## src/assert_macros.svh

```systemverilog
// ---------------------------------------------------------------------------
// Assertion macros
// Shared clocked assertion wrappers; compiled out when ASSERT_OFF is set.
// ---------------------------------------------------------------------------
`ifndef ASSERT_MACROS_SVH
`define ASSERT_MACROS_SVH

`ifndef ASSERT_OFF

// prop must hold at every clock edge outside reset
`define ASSERT_CLK(label, clk, rst_n, prop, msg) \
    label: assert property (@(posedge clk) disable iff (!rst_n) (prop)) else $error(msg);

// expr must never be true outside reset
`define ASSERT_NEVER(label, clk, rst_n, expr, msg) \
    label: assert property (@(posedge clk) disable iff (!rst_n) !(expr)) else $error(msg);

`else

`define ASSERT_CLK(label, clk, rst_n, prop, msg)

`define ASSERT_NEVER(label, clk, rst_n, expr, msg)

`endif

`endif

```

## src/lcdns_pkg.sv

```systemverilog
// ---------------------------------------------------------------------------
// lcdns_pkg
// Types, codes and constant tables for the LCD nibble sequencer.
// ---------------------------------------------------------------------------
package lcdns_pkg;

    localparam int ROW_LENGTH  = 40;

    // job queue between front end and back end
    localparam int QUEUE_DEPTH = 4;
    localparam int QUEUE_PTR_W = $clog2(QUEUE_DEPTH);
    localparam int QUEUE_CNT_W = $clog2(QUEUE_DEPTH + 1);

    // stream widths
    localparam int S_TDATA_W = 24;
    localparam int S_TUSER_W = 2;
    localparam int M_TDATA_W = 40;
    localparam int M_TUSER_W = 1;

    // request kinds (s_tuser)
    localparam logic [1:0] CMD_INIT = 2'd0;
    localparam logic [1:0] CMD_CHAR = 2'd1;
    localparam logic [1:0] CMD_POS  = 2'd2;
    localparam logic [1:0] CMD_OP   = 2'd3;

    // named display commands
    localparam logic [2:0] OP_CLEAR       = 3'd0;
    localparam logic [2:0] OP_CURSOR_OFF  = 3'd1;
    localparam logic [2:0] OP_UNDERLINE   = 3'd2;
    localparam logic [2:0] OP_BLINK       = 3'd3;
    localparam logic [2:0] OP_FIRST_ROW   = 3'd4;
    localparam logic [2:0] OP_CURSOR_LEFT = 3'd5;
    localparam logic [2:0] OP_SECOND_ROW  = 3'd6;

    // pause classes carried by a job
    localparam logic [1:0] WCODE_SHORT = 2'd0;
    localparam logic [1:0] WCODE_CLEAR = 2'd1;
    localparam logic [1:0] WCODE_CHAR  = 2'd2;

    // waits in microseconds
    localparam logic [14:0] WAIT_POWERUP = 15'd20000;
    localparam logic [13:0] WAIT_SHORT   = 14'd200;
    localparam logic [13:0] WAIT_CLEAR   = 14'd2000;
    localparam logic [13:0] WAIT_CHAR    = 14'd10000;
    localparam logic [13:0] WAIT_FIRST   = 14'd5000;

    // DDRAM address bases
    localparam logic [7:0] ADDR_ROW1 = 8'h80;
    localparam logic [7:0] ADDR_ROW2 = 8'hC0;

    // init walks nine bytes, two strobes each
    localparam int INIT_BYTES = 9;
    localparam int STEP_W     = $clog2(2 * INIT_BYTES);
    localparam int BYTE_IDX_W = STEP_W - 1;

    typedef struct packed {
        logic       init;   // run the power-up sequence, ignore the rest
        logic       rs;     // register select for both strobes
        logic [7:0] data;   // byte to send
        logic [1:0] wcode;  // pause class after the lower nibble
    } job_t;

    typedef struct packed {
        logic                   full;
        logic                   empty;
        logic [QUEUE_CNT_W-1:0] count;
    } qstat_t;

    function automatic logic [7:0] init_byte(input logic [BYTE_IDX_W-1:0] idx);
        logic [7:0] b;
        case (idx)
            4'd0:    b = 8'h03;
            4'd1:    b = 8'h03;
            4'd2:    b = 8'h03;
            4'd3:    b = 8'h02;
            4'd4:    b = 8'h28;
            4'd5:    b = 8'h08;
            4'd6:    b = 8'h01;
            4'd7:    b = 8'h06;
            default: b = 8'h0C;
        endcase
        return b;
    endfunction

    function automatic logic [13:0] init_wait(input logic [BYTE_IDX_W-1:0] idx);
        logic [13:0] w;
        case (idx)
            4'd0:    w = WAIT_FIRST;
            4'd6:    w = WAIT_CLEAR;
            default: w = WAIT_SHORT;
        endcase
        return w;
    endfunction

    function automatic logic [7:0] op_byte(input logic [2:0] op);
        logic [7:0] b;
        case (op)
            OP_CLEAR:       b = 8'h01;
            OP_CURSOR_OFF:  b = 8'h0C;
            OP_UNDERLINE:   b = 8'h0E;
            OP_BLINK:       b = 8'h0D;
            OP_FIRST_ROW:   b = ADDR_ROW1;
            OP_CURSOR_LEFT: b = 8'h04;
            default:        b = ADDR_ROW2;  // second row, and the unused code
        endcase
        return b;
    endfunction

    function automatic logic [13:0] wait_value(input logic [1:0] code);
        logic [13:0] w;
        case (code)
            WCODE_CLEAR: w = WAIT_CLEAR;
            WCODE_CHAR:  w = WAIT_CHAR;
            default:     w = WAIT_SHORT;
        endcase
        return w;
    endfunction

endpackage

```

## src/lcdns_front.sv

```systemverilog
// ---------------------------------------------------------------------------
// lcdns_front
// Accepts requests and turns each into one job for the strobe back end.
// ---------------------------------------------------------------------------
module lcdns_front (
    input  logic                                s_tvalid,
    output logic                                s_tready,
    input  logic [lcdns_pkg::S_TDATA_W-1:0]     s_tdata,
    input  logic [lcdns_pkg::S_TUSER_W-1:0]     s_tuser,
    input  lcdns_pkg::qstat_t                   q_stat,
    output logic                                push,
    output lcdns_pkg::job_t                     push_job
);
    import lcdns_pkg::*;

    logic [7:0] char_code;
    logic [1:0] row;
    logic [5:0] column;
    logic [2:0] lcd_op;
    logic [5:0] col_sat;
    logic [7:0] pos_addr;

    assign char_code = s_tdata[7:0];
    assign row       = s_tdata[9:8];
    assign column    = s_tdata[15:10];
    assign lcd_op    = s_tdata[18:16];

    assign s_tready = !q_stat.full;
    assign push     = s_tvalid && s_tready;

    // clamp column to 1..ROW_LENGTH
    always_comb begin
        if (column == 6'd0) begin
            col_sat = 6'd1;
        end else if (column > 6'(ROW_LENGTH)) begin
            col_sat = 6'(ROW_LENGTH);
        end else begin
            col_sat = column;
        end
    end

    assign pos_addr = ((row == 2'd1) ? ADDR_ROW1 : ADDR_ROW2) + {2'b00, col_sat - 6'd1};

    always_comb begin
        push_job = '0;
        case (s_tuser)
            CMD_INIT: begin
                push_job.init = 1'b1;
            end
            CMD_CHAR: begin
                push_job.rs    = 1'b1;
                push_job.data  = char_code;
                push_job.wcode = WCODE_CHAR;
            end
            CMD_POS: begin
                push_job.data  = pos_addr;
                push_job.wcode = WCODE_SHORT;
            end
            default: begin
                push_job.data  = op_byte(lcd_op);
                push_job.wcode = (lcd_op == OP_CLEAR) ? WCODE_CLEAR : WCODE_SHORT;
            end
        endcase
    end

endmodule

```

## src/lcdns_queue.sv

```systemverilog
// ---------------------------------------------------------------------------
// lcdns_queue
// Small job FIFO that decouples request intake from strobe output.
// ---------------------------------------------------------------------------
module lcdns_queue (
    input  logic               aclk,
    input  logic               aresetn,
    input  logic               push,
    input  lcdns_pkg::job_t    push_job,
    input  logic               pop,
    output lcdns_pkg::job_t    pop_job,
    output lcdns_pkg::qstat_t  stat
);
    import lcdns_pkg::*;

    job_t                   entry_reg [QUEUE_DEPTH];
    logic [QUEUE_PTR_W-1:0] wr_ptr_reg, wr_ptr_next;
    logic [QUEUE_PTR_W-1:0] rd_ptr_reg, rd_ptr_next;
    logic [QUEUE_CNT_W-1:0] count_reg, count_next;

    function automatic logic [QUEUE_PTR_W-1:0] ptr_inc(input logic [QUEUE_PTR_W-1:0] p);
        return (p == QUEUE_PTR_W'(QUEUE_DEPTH - 1)) ? '0 : p + 1'b1;
    endfunction

    assign pop_job    = entry_reg[rd_ptr_reg];
    assign stat.count = count_reg;
    assign stat.full  = (count_reg == QUEUE_CNT_W'(QUEUE_DEPTH));
    assign stat.empty = (count_reg == '0);

    always_comb begin
        wr_ptr_next = push ? ptr_inc(wr_ptr_reg) : wr_ptr_reg;
        rd_ptr_next = pop  ? ptr_inc(rd_ptr_reg) : rd_ptr_reg;
        count_next  = count_reg;
        if (push && !pop) begin
            count_next = count_reg + 1'b1;
        end else if (pop && !push) begin
            count_next = count_reg - 1'b1;
        end
    end

    always_ff @(posedge aclk) begin
        if (!aresetn) begin
            wr_ptr_reg <= '0;
            rd_ptr_reg <= '0;
            count_reg  <= '0;
        end else begin
            wr_ptr_reg <= wr_ptr_next;
            rd_ptr_reg <= rd_ptr_next;
            count_reg  <= count_next;
        end
    end

    always_ff @(posedge aclk) begin
        if (push) begin
            entry_reg[wr_ptr_reg] <= push_job;
        end
    end

endmodule

```

## src/lcdns_back.sv

```systemverilog
// ---------------------------------------------------------------------------
// lcdns_back
// Walks the current job one strobe per cycle into the output register while m_tready does not hold it.
// ---------------------------------------------------------------------------
module lcdns_back (
    input  logic                                aclk,
    input  logic                                aresetn,
    input  lcdns_pkg::job_t                     q_job,
    input  lcdns_pkg::qstat_t                   q_stat,
    output logic                                pop,
    output logic                                m_tvalid,
    input  logic                                m_tready,
    output logic [lcdns_pkg::M_TDATA_W-1:0]     m_tdata,
    output logic [lcdns_pkg::M_TUSER_W-1:0]     m_tuser,
    output logic                                m_tlast
);
    import lcdns_pkg::*;

    logic                  cur_valid_reg, cur_valid_next;
    job_t                  cur_job_reg;
    logic [STEP_W-1:0]     step_reg, step_next;

    logic                  m_valid_reg, m_valid_next;
    logic                  m_rs_reg;
    logic [3:0]            m_nibble_reg;
    logic [14:0]           m_before_reg;
    logic [13:0]           m_after_reg;
    logic                  m_last_reg;

    logic [BYTE_IDX_W-1:0] byte_idx;
    logic                  upper;
    logic [7:0]            byte_val;
    logic [3:0]            nibble;
    logic [14:0]           wait_before;
    logic [13:0]           wait_after;
    logic                  strobe_last;
    logic                  load;

    assign byte_idx = step_reg[STEP_W-1:1];
    assign upper    = !step_reg[0];
    assign byte_val = cur_job_reg.init ? init_byte(byte_idx) : cur_job_reg.data;
    assign nibble   = upper ? byte_val[7:4] : byte_val[3:0];

    assign wait_before = (cur_job_reg.init && step_reg == '0) ? WAIT_POWERUP : '0;
    assign wait_after  = upper ? '0 :
                         (cur_job_reg.init ? init_wait(byte_idx) : wait_value(cur_job_reg.wcode));
    assign strobe_last = !upper &&
                         (!cur_job_reg.init || byte_idx == BYTE_IDX_W'(INIT_BYTES - 1));

    assign load = cur_valid_reg && (!m_valid_reg || m_tready);
    assign pop  = !q_stat.empty && (!cur_valid_reg || (load && strobe_last));

    always_comb begin
        cur_valid_next = cur_valid_reg;
        step_next      = step_reg;
        if (pop) begin
            cur_valid_next = 1'b1;
            step_next      = '0;
        end else if (load) begin
            if (strobe_last) begin
                cur_valid_next = 1'b0;
            end else begin
                step_next = step_reg + 1'b1;
            end
        end
        if (load) begin
            m_valid_next = 1'b1;
        end else if (m_tready) begin
            m_valid_next = 1'b0;
        end else begin
            m_valid_next = m_valid_reg;
        end
    end

    always_ff @(posedge aclk) begin
        if (!aresetn) begin
            cur_valid_reg <= 1'b0;
            step_reg      <= '0;
            m_valid_reg   <= 1'b0;
        end else begin
            cur_valid_reg <= cur_valid_next;
            step_reg      <= step_next;
            m_valid_reg   <= m_valid_next;
        end
    end

    always_ff @(posedge aclk) begin
        if (pop) begin
            cur_job_reg <= q_job;
        end
        if (load) begin
            m_rs_reg     <= cur_job_reg.rs;
            m_nibble_reg <= nibble;
            m_before_reg <= wait_before;
            m_after_reg  <= wait_after;
            m_last_reg   <= strobe_last;
        end
    end

    assign m_tvalid = m_valid_reg;
    assign m_tuser  = m_rs_reg;
    assign m_tlast  = m_last_reg;
    assign m_tdata  = {7'b0, m_after_reg, m_before_reg, m_nibble_reg};

endmodule

```

## src/char_lcd_nibble_sequencer_core.sv

```systemverilog
// ---------------------------------------------------------------------------
// char_lcd_nibble_sequencer_core - 4-bit character LCD strobe sequencer
// Latency: a request passes the job queue, current-job and output registers before its first strobe.
// Throughput: one strobe per cycle from the back end's single output register while m_tready holds,
// two strobes per char/position/command request and eighteen per init.
// Reset: synchronous aresetn clears queue and output valid.
// ---------------------------------------------------------------------------
`include "assert_macros.svh"

module char_lcd_nibble_sequencer_core (
    input  logic                                aclk,
    input  logic                                aresetn,
    // request channel
    input  logic                                s_tvalid,
    output logic                                s_tready,
    // [7:0] char_code, [9:8] row, [15:10] column, [18:16] lcd_op, [23:19] zero
    input  logic [lcdns_pkg::S_TDATA_W-1:0]     s_tdata,
    // [1:0] cmd
    input  logic [lcdns_pkg::S_TUSER_W-1:0]     s_tuser,
    // strobe channel
    output logic                                m_tvalid,
    input  logic                                m_tready,
    // [3:0] nibble, [18:4] wait_before_us, [32:19] wait_after_us, [39:33] zero
    output logic [lcdns_pkg::M_TDATA_W-1:0]     m_tdata,
    // [0] reg_select
    output logic [lcdns_pkg::M_TUSER_W-1:0]     m_tuser,
    output logic                                m_tlast
);
    import lcdns_pkg::*;

    // front end -> queue
    logic   push;
    job_t   push_job;
    // queue -> back end
    logic   pop;
    job_t   pop_job;
    qstat_t q_stat;

    // Front end: decode request kind, clamp column, pick byte and pause class.
    // Stalls only when the job queue is full.
    lcdns_front u_front (
        .s_tvalid (s_tvalid),
        .s_tready (s_tready),
        .s_tdata  (s_tdata),
        .s_tuser  (s_tuser),
        .q_stat   (q_stat),
        .push     (push),
        .push_job (push_job)
    );

    // Job FIFO: lets intake run ahead while the back end drains long init runs.
    lcdns_queue u_queue (
        .aclk     (aclk),
        .aresetn  (aresetn),
        .push     (push),
        .push_job (push_job),
        .pop      (pop),
        .pop_job  (pop_job),
        .stat     (q_stat)
    );

    // Back end: upper nibble then lower nibble per byte, pause on the lower one.
    // Next job, if queued, is pulled in the same cycle the current one issues its last strobe.
    lcdns_back u_back (
        .aclk     (aclk),
        .aresetn  (aresetn),
        .q_job    (pop_job),
        .q_stat   (q_stat),
        .pop      (pop),
        .m_tvalid (m_tvalid),
        .m_tready (m_tready),
        .m_tdata  (m_tdata),
        .m_tuser  (m_tuser),
        .m_tlast  (m_tlast)
    );

    // queue occupancy never runs past its depth
    `ASSERT_NEVER(a_queue_bound, aclk, aresetn, q_stat.count > QUEUE_CNT_W'(QUEUE_DEPTH), "job queue overflow")

    // the power-up delay only rides on the first init strobe (instruction, upper nibble of 0x03)
    `ASSERT_CLK(a_powerup_strobe, aclk, aresetn, (m_tvalid && m_tdata[18:4] != 15'd0) |-> (m_tdata[3:0] == 4'd0 && !m_tuser[0] && !m_tlast), "power-up delay on wrong strobe")

    // every final strobe is a lower nibble and carries a pause
    `ASSERT_CLK(a_last_has_pause, aclk, aresetn, (m_tvalid && m_tlast) |-> (m_tdata[32:19] != 14'd0), "last strobe without pause")

endmodule

```

## config.mk

```make
export PLATFORM = sky130hd
export DESIGN_NAME = char_lcd_nibble_sequencer_core
export DESIGN_NICKNAME = d
export VERILOG_FILES = /design/src/lcdns_pkg.sv /design/src/lcdns_front.sv /design/src/lcdns_queue.sv /design/src/lcdns_back.sv /design/src/char_lcd_nibble_sequencer_core.sv
export VERILOG_INCLUDE_DIRS = /design/src /design/src/src
export SDC_FILE = /design/constraint.sdc
export NUM_CORES = 1
export LEC_CHECK = 0
export BUFFER_PORTS_ARGS = -buffer_cell sky130_fd_sc_hd__buf_2
export CORE_MARGIN = 4
export CORE_UTILIZATION = 51
export CTS_CLUSTER_DIAMETER = 100
export DETAILED_ROUTE_END_ITERATION = 8
export PLACE_DENSITY = 0.76
export SLEW_MARGIN = 20
export SYNTH_ARGS = -nofsm -noshare
export SYNTH_HDL_FRONTEND = slang
export SYNTH_HIERARCHICAL = 1
export SYNTH_SLANG_ARGS = --single-unit
```

## constraint.sdc

```tcl
create_clock -name aclk -period 3.55 [get_ports aclk]
set_clock_uncertainty 0.2 [all_clocks]
set_input_delay 0 -clock aclk [delete_from_list [all_inputs] [get_ports aclk]]
set_output_delay 0 -clock aclk [all_outputs]
set_load 0.01 [all_outputs]
```

==> parameters.txt, run 1 <==
Parameter                              Value

Global route
  Number of global-route vias before repair    roughly 2400
  Leftover overflow at the end of global routing    0
  Largest net degree at the start of global routing    20
  Overall Global Routing Usage    14.16%
  Antenna violations before repair    0
  First-pass GRT wire length    11.03 mm

Synthesis
  Number of library cell types mapped by synthesis    59
  Top_reg_cell synth    edfxtp_1
  Top-count cell post-synth    edfxtp_1
  Top cell type by total area after synthesis    edfxtp_1
  Sequential share of the synthesized area    61.52%
  Combined area of all synthesized cells    0.004295 mm^2
  Fraction of synthesis flops using an asynchronous set or reset pin    0%
  Post-synthesis register bit count    95
  Commonest cells post-synth    74 x edfxtp_1, 29 x buf_4, 21 x dfxtp_1, 14 x inv_1
  Ys Warns    6
  Count of flip-flops with a built-in enable after synthesis    74
  Area share of the leading cell type in the synthesized netlist    51.73%
  Average instance area after synthesis    between 10 and 15 um^2
  Post-Synthesis Cells    301
  Cell types with the largest area share after synthesis    edfxtp_1 52%, dfxtp_1 9.8%, mux4_2 5.2%

Detailed routing
  Antenna Violating Nets Remaining    0
  Via-to-Cell Ratio    roughly 5.2
  TritonRoute pass-1 iters    4
  Vias post-DR    roughly 2500
  Number of design-rule violations left by the first detailed-router iteration    67
  Post-detailed-route wirelength per cell    between 10 and 15 um
  Post-route DRC violation count    0
  Wire length after detailed routing    around 7 mm

Power and ir drop
  Total power consumption of the routed design    ~0.0031 W
  Maximum resistive drop on vdd    0.2541 mV
  Pleak    about 1.9 nW
  Power per unit of standard cell area    approximately 650 mW/mm^2

CTS
  Clock Sink Count    95
  Gates resized, CTS repair    0
  Clock network latency to the later pin of the worst-skew pair    between 0.3 and 0.4 ns
  Number of buffers inserted during clock tree synthesis    9
  Library cell used as clock root buffer    clkbuf_8
  Clock H-tree levels    3
  Clk pin slew, worst setup/hold paths    0.10 ns
  CTS tree    done
  Maximum clock path buffer count    2

Worst hold path
  Path class of the lowest-slack min-delay path    input pin to register
  Worst hold path stage count    3

STA
  Pin slew with the least headroom to its limit    just over 0.8 ns
  Worst slew margin    45.34%
  Final cycle utilization of the critical path    82.40%
  Setup repair after global routing missed its margin    no
  Setup-failing EPs final    0
  Max-slew violation count    0
  Fin crit period    2.925 ns
  Final number of hold-violating endpoints    0
  Summed negative setup slack over all endpoints    0 ns
  Achievable frequency    between 0.3 and 0.4 GHz

Placed design
  Final weighted congestion in routability-driven placement    0.8864
  Post-DP HPWL    between 4 and 5 mm
  Buffers on Ports    46

Worst setup path
  Cell with the most instances on the worst path    inv_1
  Family with the most delay on the worst path    simple AND/OR/NAND/NOR gates
  Sort of element at the end of the critical path    register
  Slowest cell on the critical path    or4b_1
  Required time of the worst setup path    3.63 ns
  Worst path arrival time    roughly 3 ns
  Total number of cells along the worst setup path    11
  Element type at the critical path start    register
  Category of the critical setup timing path    register to register
  R2r worst-path depth    11
  Critical Path Fanout Max    7
  Critical path, cell by cell    or4b_1, a21o_1, o21ai_0, nor2b_1, inv_1, ha_1, inv_1, fa_1, xor2_1, or3_1, a21boi_0
  Largest stage delay, worst path    0.48 ns
  Buf+Inv Stages, Crit Path    2

Floorplan
  Number of top-level design ports    between 70 and 80
  Die X    between 90 and 100 um
  Die ar.    approximately 0.010 mm^2
  Number of cell rows    33
  Floorplan die height    99.78 um
  Effective utilization at floorplan    between 50% and 60%
  Core outline area    between 0.008 and 0.009 mm^2

Finish
  Proportion of layout cells with a drive suffix above 1    22.70%
  Antenna diode count    0
  Area added between synthesis and finish    13.49%
  Fill cell count    around 660
  Number of flip-flops under the largest register name    48
  Sequential cell area    0.002643 mm^2
  Final #Nets    407
  Multi-input combinational cell area    0.001415 mm^2

Status
  Outcome    finished, final reports clean

Job
  Number of maximum-capacitance constraint violations    0
[cell type report]
class | count | area share [%]
Tap cell | 105 | 2.695
Timing Repair Buffer | 67 | 8.932
Clock inverter | 7 | 1.437
Clock buffer | 9 | 2.541
Sequential cell | 95 | 54.21
Inverter | 15 | 1.155
Multi-Input combinational cell | 177 | 29.03
[logic make-up (layout without fill, tap and decap cells)]
kind of cell    count (synthesis)  in the layout  share of synthesized area, %
compound gates                 39             39                         6.554
xor+xnor                        6              6                         1.398
fa+ha+maj                      12             12                         3.670
buf+inv                        50             98                         7.369
flops                          95             95                         61.52
mux                            23             23                         9.147
other cells                     1             22                       0.08730
simple gates                   75             75                         10.25
[worst paths after layout]
kind,start,to,slack [ns]
min,s_tdata[14],u_queue/entry_reg[0][6]$_DFFE_PP_,0.04
max reg2reg,u_back/step_reg[4]$_SDFFE_PP0N_,u_queue/count_reg[2]$_SDFFE_PN0P_,0.62
max,u_back/step_reg[4]$_SDFFE_PP0N_,u_queue/count_reg[2]$_SDFFE_PN0P_,0.62
min reg2reg,u_back/cur_job_reg[10]$_DFFE_PP_,u_back/m_tuser$_DFFE_PN_,0.23
[repair_timing]
| item | in CTS | in global routing |
|---|---|---|
| setup buffers | 0 | 0 |
| hold endpoints to repair | 56 | 0 |
| hold buffers | 19 | 0 |
[layout by cell type (no fill, tap or decap), types with 2 or more instances in the layout]
cell and count:
o22ai_1 4, mux4_1 2, nor2_2 2, and2_1 8
a22o_1 4, nor4b_1 2, mux4_2 10, xnor2_1 3
nand2b_1 4, and3_1 2, nor2_1 12, inv_8 4
buf_2 46, inv_6 2, edfxtp_1 74, o21ai_0 6
dlygate4sd3_1 19, nor3b_1 3, nand2_1 9, conb_1 22
a21boi_0 2, nand3_1 3, ha_1 11, a21o_1 3
xor2_1 2, nand4_1 4, o21a_1 3, inv_1 14
clkbuf_8 9, mux2i_1 10, dfxtp_1 21, nor3_1 4
nor2b_1 12, a21oi_1 7, buf_4 2
[metal layers]
| metal | GRT usage [%] | wire (um) |
|---|---|---|
| met1 | 17.05 | 2891 |
| met2 | 23.70 | 3309 |
| met3 | 3.822 | 451 |
| met4 | 6.618 | 150 |
| met5 | 0 | 0 |
[metrics by stage]
| stage | worst slack (ns) | instances | hold WS, ns | area (um^2) | util (%) |
|---|---|---|---|---|---|
| finish | 0.6249 | 475 | 0.04039 | 4875 | 59.33 |
| global route | 0.3509 | 475 | 0.06129 | 4875 | 59.33 |
| CTS | 0.6198 | 475 | 0.02157 | 4875 | 59.33 |
| detailed placement | 0.6571 | 440 | 0.1303 | 4491 | 54.65 |
| global placement | 0.7170 | 440 | 0.1231 | 4491 | 54.65 |
| floorplan | 0.1693 | 322 | -0.08221 | 4374 | - |
[power breakdown]
| part | total, W | leakage [nW] | switching [W] | internal (W) |
|---|---|---|---|---|
| combinational | 0.000808 | 0.908 | 0.000421 | 0.000387 |
| clock | 0.000687 | 0.0981 | 0.000408 | 0.000279 |
| sequential | 0.00165 | 0.867 | 0.000150 | 0.00150 |
| total | 0.00314 | 1.87 | 0.000979 | 0.00217 |
[tightest hold or removal path: cells and delay by family]
family / cells / cell delay [ns]
compound gates: 1 / 0.21
mux: 1 / 0.13
buf+inv: 1 / 0.13
(Power assumes the default switching activity.)
==> inputs of run 2 (changes only) <==
Clock period 3.55 ns to 2.45 ns, I/O delays scaled along.
==> parameters.txt, run 2 (synthesized netlist as in run 1, its figures left out) <==
Parameter                              Value

Status
  Outcome    complete, but fails checks
  Violated checks    setup timing

Detailed routing
  TritonRoute pass-1 iters    4 (unchanged)
  Antenna Violating Nets Remaining    0 (unchanged)
  Post-detailed-route wirelength per cell    13.96 um (-2.5%)
  Via-to-Cell Ratio    5.092 (-2.0%)
  Wire length after detailed routing    6.952 mm (+2.2%)
  Vias post-DR    2536 (+2.8%)
  Post-route DRC violation count    0 (unchanged)
  Number of design-rule violations left by the first detailed-router iteration    69 (+3.0%)

Floorplan
  Die ar.    0.009955 mm^2 (unchanged)
  Number of top-level design ports    74 (unchanged)
  Effective utilization at floorplan    52.28% (unchanged)
  Die X    99.78 um (unchanged)
  Core outline area    0.008217 mm^2 (unchanged)
  Number of cell rows    33 (unchanged)
  Floorplan die height    99.78 um (unchanged)

Power and ir drop
  Pleak    1.992 nW (+6.4%)
  Part of the total power dissipated in combinational logic    30.6% (+4.9 points)
  Maximum resistive drop on vdd    0.3043 mV (+20%)
  Net Sw Frac    30.64% (-0.48 points)
  Power share of the sequential group    49.0% (-3.5 points)
  Share of power burned in the clock network    20.4% (-1.4 points)
  Power spent charging and discharging nets    0.001450 W (+48%)
  Power per unit of standard cell area    931.5 mW/mm^2 (+44%)
  Cell-internal power    0.003282 W (+52%)

STA
  Fin crit period    2.663 ns (-0.2619 ns)
  Final cycle utilization of the critical path    108.7% (+26 points)
  Setup repair after global routing missed its margin    yes
  Setup-failing EPs final    2 (+2)
  Worst slew margin    62.49% (+17 points)
  Final number of hold-violating endpoints    0 (unchanged)
  Max-slew violation count    0 (unchanged)
  Hold Worst Slack    0.02806 ns (-0.01232 ns)
  Pin slew with the least headroom to its limit    0.5619 ns (-0.2568 ns)
  Worst-case setup margin in the final layout    -0.2132 ns (-0.8381 ns)
  Achievable frequency    0.3755 GHz (+9.8%)

Worst setup path
  Buf+Inv Stages, Crit Path    2 (unchanged)
  Category of the critical setup timing path    register to register
  Required time of the worst setup path    2.54 ns (-1.09 ns)
  Element type at the critical path start    register
  Slowest cell on the critical path    or4b_4
  Critical Path Fanout Max    2 (-5)
  Family with the most delay on the worst path    simple AND/OR/NAND/NOR gates
  Worst path arrival time    2.76 ns (-0.25 ns)
  Largest stage delay, worst path    0.54 ns (+0.06 ns)
  Sort of element at the end of the critical path    register
  Cell with the most instances on the worst path    inv_2
  Critical path, cell by cell    or4b_4, a21o_1, o21ai_2, nor2b_4, inv_2, ha_4, inv_2, fa_2, xor2_1, or3_1, a21boi_1

CTS
  Number of buffers inserted during clock tree synthesis    9 (unchanged)
  Clk pin slew, worst setup/hold paths    0.10 ns (about the same)
  CTS tree    done
  Clock Sink Count    95 (unchanged)
  Maximum clock path buffer count    2 (unchanged)
  Clock network latency to the later pin of the worst-skew pair    0.36 ns (about the same)
  Clock H-tree levels    3 (unchanged)
  Library cell used as clock root buffer    clkbuf_8

Finish
  Fill cell count    644 (-2.7%)
  Number of standard cells in the layout, taps in and fillers out    498 (+4.8%)
  Number of flip-flops under the largest register name    48 (unchanged)
  Antenna diode count    0 (unchanged)
  Commonest non-fill, non-tap cell in the layout    edfxtp_1
  Sequential cell area    0.002644 mm^2 (about the same)
  Area added between synthesis and finish    18.26%
  Proportion of layout cells with a drive suffix above 1    28.50% (+5.8 points)
  Final #Nets    430 (+5.7%)
  Most frequent cells in the layout    74 x edfxtp_1, 46 x buf_2, 22 x dlygate4sd3_1, 22 x buf_4, 22 x conb_1
  Multi-input combinational cell area    0.001445 mm^2 (+2.1%)

Placed design
  Buffers on Ports    46 (unchanged)
  Placed Cells incl. Taps    458 (+4.1%)
  Final weighted congestion in routability-driven placement    0.8485 (-4.3%)
  Post-DP HPWL    4.696 mm (+1.2%)

Global route
  Leftover overflow at the end of global routing    0 (unchanged)
  Met1 GRT Util    16.58% (-0.47 points)
  Number of global-route vias before repair    2557 (+7.1%)
  Routing usage on met3    2.363% (-1.5 points)
  First-pass GRT wire length    11.58 mm (+5.0%)
  Overall Global Routing Usage    14.95% (+0.79 points)
  Grt peak-use layer    met2
  Fraction of met2 tracks used by global routing    27.35% (+3.6 points)
  Largest net degree at the start of global routing    19 (-5.0%)
  Antenna violations before repair    0 (unchanged)

Job
  Number of maximum-capacitance constraint violations    0 (unchanged)

Worst hold path
  Path class of the lowest-slack min-delay path    input pin to register
## run 2: what timing repair did
| item | CTS | global route |
|---|---|---|
| hold buffers | 22 | 0 |
| setup endpoints to repair | 2 | 2 |
| buffers inserted | 1 | 1 |
| resized for setup | 2 | 0 |
| pin swaps | 2 | 0 |
| hold endpoints to repair | 51 | 0 |
## run 2: final cells by class
class / count / share of cell area (%)
flip-flops and latches: 95 / 52.04
multi-input cells: 177 / 28.45
repair buffers: 90 / 12.12
well taps: 105 / 2.586
clock buffers: 9 / 2.438
clock inverters: 7 / 1.256
inverters: 15 / 1.108
## run 2: final timing paths
kind         cells after the start                                 to                        startpoint  slack [ns]
max reg2reg                     11  u_queue/count_reg[2]$_SDFFE_PN0P_   u_back/step_reg[2]$_SDFFE_PP0N_       -0.21
max                             11  u_queue/count_reg[2]$_SDFFE_PN0P_   u_back/step_reg[2]$_SDFFE_PP0N_       -0.21
min reg2reg                      0           u_back/m_tuser$_DFFE_PN_  u_back/cur_job_reg[10]$_DFFE_PP_        0.24
min                              3  u_queue/entry_reg[0][2]$_DFFE_PP_                       s_tdata[10]        0.03
## run 2: metrics by stage
stage	total power [W]	worst slack (ns)	TNS (ns)	cell area [um^2]	util, %
6_report	0.004732	-0.2132	-0.3417	5080	61.82
5_1_grt	0.005030	-0.3405	-0.6152	5080	61.82
4_1_cts	0.004772	-0.2143	-0.3433	5072	61.73
3_5_place_dp	0.003753	-0.2821	-0.4788	4649	56.59
3_3_place_gp	0.003700	-0.1241	-0.2380	4649	56.59
2_1_floorplan	0.003347	-0.3529	-0.7210	4398	-
## run 2: routing by layer
metal  part of all wire, %  vias up
met5                     0        -
met4                   2.2        0
met3                   5.9       13
met2                    51       86
met1                    41     1197
li1                      -     1240
## run 2: worst min-delay path: stages
cell	delay (ns)
buf_2	0.09
a21oi_1	0.08
a21o_1	0.23
## run 2: power by group through the flow
stage | Sequential, W | Combinational, W | Clock [W]
after floorplan | 0.00237 | 0.000982 | 0
after global placement | 0.00235 | 0.00135 | 0
after detailed placement | 0.00236 | 0.00139 | 0
after CTS | 0.00233 | 0.00145 | 0.000995
after global routing | 0.00236 | 0.00161 | 0.00106
final | 0.00232 | 0.00145 | 0.000967
==> inputs of run 3 (changes only) <==
Settings changed: CELL_PAD_IN_SITES_DETAIL_PLACEMENT set to 0, CELL_PAD_IN_SITES_GLOBAL_PLACEMENT set to 1, CORE_UTILIZATION 51 to 41, PLACE_DENSITY 0.76 to 0.72.
==> parameters.txt, run 3 (synthesized netlist as in run 1, its figures left out) <==
Parameter                              Value

Status
  Outcome    complete, but fails checks
  Violated checks    setup timing

STA
  Pin slew with the least headroom to its limit    0.5781 ns (+0.01617 ns)
  Setup repair after global routing missed its margin    yes
  Setup-failing EPs final    2 (unchanged)
  Achievable frequency    0.3857 GHz (+2.7%)
  Final number of hold-violating endpoints    0 (unchanged)
  Worst-case setup margin in the final layout    -0.1424 ns (+0.07078 ns)
  Worst slew margin    61.41% (-1.1 points)
  Hold Worst Slack    0.01959 ns (-0.008474 ns)
  Fin crit period    2.592 ns (-0.07078 ns)
  Final cycle utilization of the critical path    105.8% (-2.9 points)
  Max-slew violation count    0 (unchanged)

Finish
  Area added between synthesis and finish    19.46%
  Commonest non-fill, non-tap cell in the layout    edfxtp_1
  Final #Nets    431 (+0.23%)
  Number of flip-flops under the largest register name    48 (unchanged)
  Proportion of layout cells with a drive suffix above 1    29.70% (+1.2 points)
  Most frequent cells in the layout    74 x edfxtp_1, 46 x buf_2, 26 x buf_4
  Final instance area    0.005131 mm^2 (+1.0%)
  Antenna diode count    0 (unchanged)

Worst setup path
  Worst path arrival time    2.69 ns (-0.07 ns)
  Required time of the worst setup path    2.54 ns (about the same)
  R2r worst-path depth    11 (unchanged)
  Element type at the critical path start    register
  Category of the critical setup timing path    register to register
  R2R setup slack    -0.14 ns (+0.07 ns)
  Origin of the critical flop-to-flop path    u_back/step_reg[2]$_SDFFE_PP0N_
  Sort of element at the end of the critical path    register
  Critical Path Fanout Max    2 (unchanged)
  Worst reg2reg endpoint    u_queue/count_reg[2]$_SDFFE_PN0P_

Floorplan
  Floorplan die height    110.4 um (+11%)
  Die ar.    0.01218 mm^2 (+22%)
  Core outline area    0.01028 mm^2 (+25%)
  Number of top-level design ports    74 (unchanged)
  Effective utilization at floorplan    41.79% (-10 points)
  Die X    110.4 um (+11%)
  Number of cell rows    37 (+12%)

Detailed routing
  Via-to-Cell Ratio    4.768 (-6.4%)
  Vias post-DR    2527 (-0.35%)
  TritonRoute pass-1 iters    4 (unchanged)
  Post-detailed-route wirelength per cell    13.46 um (-3.6%)
  Wire length after detailed routing    7.134 mm (+2.6%)
  Post-route DRC violation count    0 (unchanged)
  Number of design-rule violations left by the first detailed-router iteration    134 (+94%)
  Antenna Violating Nets Remaining    0 (unchanged)

Placed design
  Final weighted congestion in routability-driven placement    0.7939 (-6.4%)
  Post-place instance area    0.004688 mm^2 (+0.83%)
  Buffers on Ports    46 (unchanged)
  Post-DP HPWL    4.828 mm (+2.8%)
  Pre-CTS WS    -0.1631 ns (+0.1190 ns)

Worst hold path
  Worst hold path stage count    3 (unchanged)
  Hold wc startpoint    s_tdata[14]
  Worst Hold End    u_queue/entry_reg[1][6]$_DFFE_PP_
  Path class of the lowest-slack min-delay path    input pin to register

CTS
  Number of buffers inserted during clock tree synthesis    9 (unchanged)
  Maximum clock path buffer count    2 (unchanged)
  Clk pin slew, worst setup/hold paths    0.10 ns (about the same)
  Library cell used as clock root buffer    clkbuf_8
  Clock network latency to the later pin of the worst-skew pair    0.35 ns (about the same)
  Clock H-tree levels    3 (unchanged)
  Clock Sink Count    95 (unchanged)
  CTS tree    done

Global route
  Leftover overflow at the end of global routing    0 (unchanged)
  First-pass GRT wire length    11.42 mm (-1.4%)
  Largest net degree at the start of global routing    20 (+1)
  Number of global-route vias before repair    2371 (-7.3%)
  Overall Global Routing Usage    12.36% (-2.6 points)
  Antenna violations before repair    0 (unchanged)

Power and ir drop
  Power per unit of standard cell area    932.1 mW/mm^2 (about the same)
  Maximum resistive drop on vdd    0.3253 mV (+6.9%)
  Pleak    2.010 nW (+0.90%)

Job
  Number of maximum-capacitance constraint violations    0 (unchanged)
[run 3: per-stage QoR]
| stage | power [W] | std cells | TNS [ns] | utilization (%) |
|---|---|---|---|---|
| CTS | 0.004824 | 528 | -0.1829 | 49.78 |
| global route | 0.005091 | 530 | -0.4618 | 49.93 |
| finish | 0.004783 | 530 | -0.2174 | 49.93 |
| detailed placement | 0.003748 | 489 | -0.2792 | 45.62 |
| global placement | 0.003721 | 489 | -0.1222 | 45.62 |
| floorplan | 0.003347 | 322 | -0.7210 | - |
[run 3: how the worst max path moves through the flow]
| stage | start | to | slack, ns | cells past startpoint |
|---|---|---|---|---|
| 6_report | u_back/step_reg[2]$_SDFFE_PP0N_ | u_queue/count_reg[2]$_SDFFE_PN0P_ | -0.14 | 11 |
| 5_1_grt | u_back/step_reg[1]$_SDFFE_PP0N_ | u_queue/count_reg[2]$_SDFFE_PN0P_ | -0.26 | 11 |
| 4_1_cts | u_back/step_reg[2]$_SDFFE_PP0N_ | u_queue/count_reg[2]$_SDFFE_PN0P_ | -0.13 | 11 |
| 3_5_place_dp | u_back/step_reg[2]$_SDFFE_PP0N_ | u_queue/count_reg[2]$_SDFFE_PN0P_ | -0.16 | 11 |
| 3_3_place_gp | u_back/step_reg[2]$_SDFFE_PP0N_ | u_queue/count_reg[2]$_SDFFE_PN0P_ | -0.07 | 11 |
| 2_1_floorplan | u_back/step_reg[2]$_SDFFE_PP0N_ | u_queue/count_reg[2]$_SDFFE_PN0P_ | -0.35 | 11 |
[run 3: cell type report]
cell class	instances	area (um^2)
fillers	867	5146
flip-flops and latches	95	2645
multi-input cells	177	1445
repair buffers	91	615.6
well taps	136	170.2
clock buffers	9	123.9
clock inverters	7	75.07
inverters	15	56.30
[run 3: routing by layer]
metal,wire [um],global-route usage (%),vias up
met1,3235,15.63,1201
met5,0,0,-
met4,107,6.069,0
li1,-,-,1243
met2,3410,20.32,77
met3,381,2.446,6
[run 3: worst max-delay path, cell delays in order (launching register included)]
cell and delay, ns:
dfxtp_2 0.33, or4b_4 0.53, a21o_1 0.19, o21ai_2 0.13
nor2b_4 0.18, inv_2 0.06, ha_4 0.15, inv_2 0.06
fa_2 0.19, xor2_1 0.06, or3_1 0.32, a21boi_1 0.13
[run 3: power by group]
group	internal (W)	leakage, nW	switching [W]
Sequential	0.00217	0.868	0.000147
Clock	0.000404	0.0985	0.000601
Combinational	0.000729	1.04	0.000731
Total	0.00330	2.01	0.00148
[run 3: repair_timing]
item,in CTS,in global routing
gates cloned,0,0
endpoints found under the setup margin,2,2
pin swaps,1,0
hold endpoints to repair,51,0
setup buffers,4,2
resized for setup,3,0
hold buffers,19,0
